**src/tews_pkg.sv**
```systemverilog
package tews_pkg;

  localparam int TIME_W      = 40;
  localparam int ID_W        = 16;
  localparam int TABLE_DEPTH = 64;
  localparam int ADDR_W      = $clog2(TABLE_DEPTH);
  localparam int CNT_W       = ADDR_W + 1;
  localparam int OFF_W       = 6;
  localparam int LEN_W       = 7;
  localparam int FRAME_W     = 6;
  localparam int BATCH_FRAMES = 64;
  localparam int ENTRY_W     = TIME_W + ID_W;

  // Frame divider: quotient is at most the batch length, so seven bits suffice.
  localparam int QUOT_W  = 7;
  localparam int STEP_W  = 3;
  localparam int DIVS_W  = TIME_W + 1;
  localparam int DIVD_W  = TIME_W + LEN_W + 1;

  localparam int IN_DATA_W  = 136;
  localparam int OUT_DATA_W = 24;

  localparam logic [1:0] KIND_INSERT = 2'd0;
  localparam logic [1:0] KIND_RUN    = 2'd1;
  localparam logic [1:0] KIND_CLEAR  = 2'd2;

  typedef enum logic [7:0] {
    ST_IDLE   = 8'b0000_0001,
    ST_INS_RD = 8'b0000_0010,
    ST_INS_WR = 8'b0000_0100,
    ST_RUN_RD = 8'b0000_1000,
    ST_RUN_CK = 8'b0001_0000,
    ST_RUN_MU = 8'b0010_0000,
    ST_RUN_DV = 8'b0100_0000,
    ST_FIN    = 8'b1000_0000
  } state_t;

endpackage

```
**src/tews_div.sv**
```systemverilog
module tews_div import tews_pkg::*; (
  input  logic              clk,
  input  logic              rst_n,
  input  logic              start,
  input  logic [DIVD_W-1:0] dividend,
  input  logic [DIVS_W-1:0] divisor,
  output logic              busy,
  output logic [QUOT_W-1:0] quot
);

  // Restoring divider, one quotient bit per cycle, most significant first.
  logic              busy_r;
  logic [DIVD_W-1:0] rem_r;
  logic [DIVD_W-1:0] sd_r;
  logic [QUOT_W-1:0] quot_r;
  logic [STEP_W-1:0] step_r;
  logic              ge;

  assign ge   = rem_r >= sd_r;
  assign busy = busy_r;
  assign quot = quot_r;

  always_ff @(posedge clk) begin
    if (!rst_n) begin
      busy_r <= 1'b0;
    end else if (start) begin
      busy_r <= 1'b1;
    end else if (busy_r && step_r == '0) begin
      busy_r <= 1'b0;
    end
  end

  always_ff @(posedge clk) begin
    if (start) begin
      rem_r  <= dividend;
      sd_r   <= DIVD_W'({divisor, {(QUOT_W-1){1'b0}}});
      quot_r <= '0;
      step_r <= STEP_W'(QUOT_W - 1);
    end else if (busy_r) begin
      if (ge) begin
        rem_r <= rem_r - sd_r;
      end
      quot_r <= {quot_r[QUOT_W-2:0], ge};
      sd_r   <= sd_r >> 1;
      step_r <= step_r - 1'b1;
    end
  end

endmodule

```
**config.mk**
```make
export PLATFORM = sky130hd
export DESIGN_NAME = tews_div
export DESIGN_NICKNAME = d
export VERILOG_FILES = /design/src/tews_pkg.sv /design/src/tews_div.sv
export SDC_FILE = /design/constraint.sdc
export NUM_CORES = 1
export LEC_CHECK = 0
export ABC_AREA = 1
export BUFFER_PORTS_ARGS = -buffer_cell sky130_fd_sc_hd__buf_2
export CAP_MARGIN = 20
export CORE_ASPECT_RATIO = 0.8
export CORE_MARGIN = 2
export CORE_UTILIZATION = 50
export DETAILED_ROUTE_END_ITERATION = 7
export PLACE_DENSITY = 0.7
export SYNTH_ARGS = -nofsm -noshare
export SYNTH_HDL_FRONTEND = slang
export SYNTH_SLANG_ARGS = --single-unit
```
**constraint.sdc**
```tcl
create_clock -name clk -period 5 [get_ports clk]
set_clock_uncertainty 0.2 [all_clocks]
set_input_delay 1 -clock clk [delete_from_list [all_inputs] [get_ports clk]]
set_output_delay 1 -clock clk [all_outputs]
set_load 0.02 [all_outputs]
```
# Word-level counts from Yosys, hierarchy flattened
# Cells that the tools add are included.
# classes
addsub	2
mul	0
n_div	0
order_cmp	1
eq_ne	0
shift	0
mux	7
bitwise_logic	0
reduce_logical	6
# op_table
op	n
48-bit two-way mux	3
47-bit two-way mux	2
48-bit by 47-bit greater-or-equal comparator with 1-bit output	1
48-bit by 47-bit subtractor with 48-bit output	1
2-bit nonzero test	3
3-bit zero test	1
3-bit by 1-bit subtractor with 3-bit output (second input constant)	1
1-bit two-way mux	2
2-bit AND reduction	1
1-bit logical AND	1
# word_totals
register_bits	106
latch_bits	0
ram_bits	0
mem_bits_ro	0
input_bits	92
out_inout_bits	8
wordCells	22
n_memories	0

# Logic depth before layout (Yosys ltp)
# depth
word_depth	4
ltp_mapped	16
ltp_nobuf	15

# Least setup slack after synthesis
# Ideal clock, no wire load.
# synth_path
path_type	reg-to-reg
start	reg rem_r[0]
end	reg rem_r[0], enable pin
setup_ps	584
arrival_time_ps	2522
t_required_ps	4216
setup_slack_ps	1694
path_stages_with_launch	15
n_path_buf	0
period_less_slack_ps	3306
cell_sequence	edfxtp_1 -> inv_1 -> ha_1 -> inv_1 -> fa_1 -> nand3_1 -> nand3_2 -> nand2_1 -> nand2_1 -> nand3_1 -> nand2_1 -> nand2_1 -> nand4_1 -> nand2_1 -> nand2_1
# synth_between
elab_chain_len	3
# synth_lines
item	line	source
start, declared	tews_div.sv:13	logic [DIVD_W-1:0] rem_r;
start signal, assigned	tews_div.sv:35	rem_r <= dividend;
start signal, assigned	tews_div.sv:41	rem_r <= rem_r - sd_r;
48-bit by 47-bit greater-or-equal comparator with 1-bit output	tews_div.sv:19	assign ge = rem_r >= sd_r;
2-bit nonzero test (no line)	-	
2-bit AND reduction (no line)	-	
# No other way between the ends.
# A chain may end at the register's enable or synchronous reset.

# Final worst setup path
# layout_path
start	reg rem_r[0]
end	reg rem_r[21], enable pin
# Same word-level chain as after synthesis.

==> impl_metrics.xml <==
<?xml version="1.0" encoding="UTF-8"?>
<metrics>
  <group name="sta">
    <metric name="period_minus_slack" unit="ps">3370</metric>
    <metric name="grt_setup_unrepaired" unit="">no</metric>
    <metric name="tightestPinTransition" unit="ps">1030</metric>
    <metric name="timing.setup.tns" unit="ps">0</metric>
    <metric name="hold_viol_final" unit="">0</metric>
    <metric name="layout_worst_path_cycle_share" unit="%">67.3</metric>
    <metric name="max_freq" unit="GHz">0.297</metric>
    <metric name="setup-violations-final" unit="">0</metric>
    <metric name="max_transition_margin" unit="%">31.1</metric>
    <metric name="slew_violations" unit="">0</metric>
  </group>
  <group name="logic_synthesis">
    <metric name="ys_seq_elements" unit="">106</metric>
    <metric name="syn-instance-count" unit="">1332</metric>
    <metric name="post_synthesis_net_count" unit="">1474</metric>
    <metric name="top_area_cells_in_the_synthesized_netlist" unit="">sky130_fd_sc_hd__edfxtp_1 31%, sky130_fd_sc_hd__nand2_1 23%, sky130_fd_sc_hd__inv_1 12%</metric>
    <metric name="yosys.area.top_type_share" unit="%">30.9</metric>
    <metric name="yosys.cell_types.count" unit="">37</metric>
    <metric name="synth.avg_cell_area" unit="µm²">6.49</metric>
    <metric name="synth_sequential_area_ratio" unit="%">34.9</metric>
    <metric name="synth_most_common_cell" unit="">sky130_fd_sc_hd__nand2_1</metric>
    <metric name="netlist.top_cell.by_area" unit="">sky130_fd_sc_hd__edfxtp_1</metric>
    <metric name="synthArstFlopShare" unit="%">0</metric>
    <metric name="synth_edf_count" unit="">89</metric>
    <metric name="prevailing_post_synth_register_cell" unit="">sky130_fd_sc_hd__edfxtp_1</metric>
    <metric name="synth.cells.most_frequent" unit="">535 x sky130_fd_sc_hd__nand2_1, 280 x sky130_fd_sc_hd__inv_1, 89 x sky130_fd_sc_hd__edfxtp_1</metric>
    <metric name="synth_area" unit="mm²">0.00864</metric>
    <metric name="synth_warnings" unit="">0</metric>
  </group>
  <group name="clock_tree">
    <metric name="htree_depth" unit="">3</metric>
    <metric name="cts_setup_buffers" unit="">0</metric>
    <metric name="cts.path.max_buffers" unit="">2</metric>
    <metric name="postCtsResizedCells" unit="">0</metric>
    <metric name="number_of_clock_sinks" unit="">106</metric>
    <metric name="number_of_clock_buffers_inserted_by_tritoncts" unit="">9</metric>
    <metric name="clock_latency" unit="ps">370</metric>
    <metric name="postCtsHoldBufs" unit="">0</metric>
    <metric name="path_clk_slew" unit="ps">70</metric>
    <metric name="clock_root_cell" unit="">sky130_fd_sc_hd__clkbuf_16</metric>
    <metric name="tritoncts_clock_tree" unit="">done</metric>
  </group>
  <group name="setup_path">
    <metric name="cpMaxStageDelayCell" unit="">sky130_fd_sc_hd__fa_1</metric>
    <metric name="worst_path_largest_cell_delay" unit="ps">450</metric>
    <metric name="cp-start-kind" unit="">register</metric>
    <metric name="critical_path.cell_chain" unit="">inv_1, ha_1, inv_1, fa_1, nand3_1, nand3_2, nand2_1, nand2_1, nand3_1, nand2_1, nand2_1, nand4_1, nand2_1, nand2_2, buf_12</metric>
    <metric name="worst_r2r_path_depth" unit="">15</metric>
    <metric name="worst_path_most_repeated_cell" unit="">sky130_fd_sc_hd__nand2_1</metric>
    <metric name="worst-path-max-fanout" unit="">26</metric>
    <metric name="timing_worst_setup_path_type" unit="">register to register</metric>
    <metric name="worstPathRequired" unit="ps">4900</metric>
    <metric name="critical_path.endpoint_type" unit="">register</metric>
    <metric name="worstPathArrival" unit="ps">3270</metric>
  </group>
  <group name="place">
    <metric name="place.gp.congestion" unit="">0.986</metric>
    <metric name="place_area" unit="mm²">0.00939</metric>
    <metric name="place.detailed.hpwl" unit="µm">19600</metric>
    <metric name="port_buffers" unit="">99</metric>
  </group>
  <group name="floorplanning">
    <metric name="die_span_x" unit="µm">151</metric>
    <metric name="die_h" unit="µm">122</metric>
    <metric name="start_util" unit="%">51.7</metric>
    <metric name="coreArea" unit="mm²">0.0167</metric>
    <metric name="number_of_placed_i_o_pins" unit="">100</metric>
    <metric name="die_area" unit="mm²">0.0184</metric>
    <metric name="placement_rows" unit="">42</metric>
  </group>
  <group name="worst_hold_path">
    <metric name="hold_path_depth" unit="">2</metric>
    <metric name="hold_class" unit="">register to register</metric>
  </group>
  <group name="detailed_routing">
    <metric name="remaining_drc_errors" unit="">0</metric>
    <metric name="routed_via_density" unit="">4.89</metric>
    <metric name="drt_first_iter_violations" unit="">533</metric>
    <metric name="finalWirelength" unit="µm">24600</metric>
    <metric name="antenna_violating_nets_post_route" unit="">0</metric>
    <metric name="num_vias" unit="">8071</metric>
    <metric name="drt_pre_antenna_iters" unit="">5</metric>
    <metric name="post_drt_wl_per_cell" unit="µm">14.9</metric>
  </group>
  <group name="global_route">
    <metric name="overflow_left_after_global_routing" unit="">0</metric>
    <metric name="grt_use_total" unit="%">28.0</metric>
    <metric name="initial_antenna_violation_count" unit="">0</metric>
    <metric name="first_pass_grt_wire_length" unit="µm">39200</metric>
    <metric name="largest_net_degree_at_the_start_of_global_routing" unit="">107</metric>
    <metric name="vias_in_the_first_global_route" unit="">7501</metric>
  </group>
  <group name="outcome">
    <metric name="status" unit="">finished, final reports clean</metric>
  </group>
  <group name="layout">
    <metric name="area.growth.synth_to_final" unit="%">12.4</metric>
    <metric name="design_area" unit="mm²">0.00971</metric>
    <metric name="num-nets-final" unit="">1567</metric>
    <metric name="n_fill_cell" unit="">1727</metric>
    <metric name="antenna_cells" unit="">0</metric>
    <metric name="drive_above_1_share" unit="%">12.8</metric>
  </group>
  <group name="power">
    <metric name="power_density" unit="mW/mm²">407</metric>
    <metric name="vdd_ir_drop_max" unit="V">0.000260</metric>
    <metric name="power.static_leakage" unit="nW">5.21</metric>
  </group>
  <group name="run">
    <metric name="max_cap_violations" unit="">0</metric>
  </group>
</metrics>
## logic make-up after synthesis
group,after synthesis,synth area share (%)
AND/OR/NAND/NOR,739,36.0
flip-flops,106,34.9
adder cells (fa/ha/maj),50,7.33
buffers and inverters,309,13.5
AO/OA/AOI/OAI,113,6.80
XOR/XNOR,15,1.52
## path summary, 6_finish.rpt
check,slack (ps),start,to
worst max register to register,1630,rem_r[0],rem_r[21]
worst min-delay path,280,sd_r[0],sd_r[0]
worst max-delay path,1630,rem_r[0],rem_r[21]
worst min register to register,280,sd_r[0],sd_r[0]
## worst max-delay path: cells and delay by family, from the launching register on
kind / cells / cell delay, ps
and+or+nand+nor: 10 / 1410
adders and majority gates: 2 / 590
buffers and inverters: 3 / 510
DFF: 1 / 360
## per-stage QoR
step                      utilization [%]  power, mW  worst slack (ps)  hold slack, ps  std cells
after floorplan                         -       2.63              1690             232       1332
after global placement               56.1       3.13              1740             256       1633
after detailed placement             56.2       3.15              1670             259       1634
after CTS                            58.1       3.94              1650             278       1650
after global routing                 58.1       4.26              1370             294       1650
final                                58.1       3.95              1630             279       1650
## report_power, final
part	leakage (nW)	switching (mW)	internal [mW]
Clock	0.160	0.347	0.435
Combinational	3.99	1.34	0.647
Sequential	1.05	0.0425	1.14
## layer usage
layer / share of wire [%] / track usage [%] / up-vias
met3: 5.2 / 4.57 / 28
met5: 0 / 0 / -
met2: 39 / 39.8 / 199
met1: 54 / 44.0 / 3568
li1: - / - / 4276
met4: 1.7 / 6.54 / 0
## flip-flops by register name, summed over array words and instances, names as in the netlist
register / cells
step_r: 3
quot: 7
rem_r: 48
sd_r: 47
busy: 1
## layout by cell type, fill, tap and decap left out, types with 3 or more instances in the layout
cell / count
sky130_fd_sc_hd__a21oi_1: 36
sky130_fd_sc_hd__buf_2: 98
sky130_fd_sc_hd__buf_4: 4
sky130_fd_sc_hd__clkbuf_16: 9
sky130_fd_sc_hd__clkbuf_8: 3
sky130_fd_sc_hd__dfxtp_1: 17
sky130_fd_sc_hd__edfxtp_1: 89
sky130_fd_sc_hd__ha_1: 49
sky130_fd_sc_hd__inv_1: 279
sky130_fd_sc_hd__inv_2: 7
sky130_fd_sc_hd__nand2_1: 534
sky130_fd_sc_hd__nand2_2: 12
sky130_fd_sc_hd__nand3_1: 67
sky130_fd_sc_hd__nand3_2: 6
sky130_fd_sc_hd__nand3b_1: 6
sky130_fd_sc_hd__nand4_1: 11
sky130_fd_sc_hd__nor2_1: 55
sky130_fd_sc_hd__nor2_2: 28
sky130_fd_sc_hd__nor3_1: 4
sky130_fd_sc_hd__nor3_2: 3
sky130_fd_sc_hd__o21ai_0: 55
sky130_fd_sc_hd__o21ai_1: 8
sky130_fd_sc_hd__o21bai_1: 3
sky130_fd_sc_hd__o22ai_1: 9
sky130_fd_sc_hd__or2_2: 5
sky130_fd_sc_hd__xnor2_1: 13
## cell type report
cell class / count / area (µm²) / area share, %
Multi-Input combinational cell: 917 / 4470 / 46.0
Sequential cell: 106 / 3010 / 31.0
Inverter: 287 / 1080 / 11.1
Timing Repair Buffer: 104 / 561 / 5.77
Tap cell: 220 / 275 / 2.83
Clock buffer: 12 / 267 / 2.74
Clock inverter: 4 / 56.3 / 0.580
(Power assumes the default switching activity.)
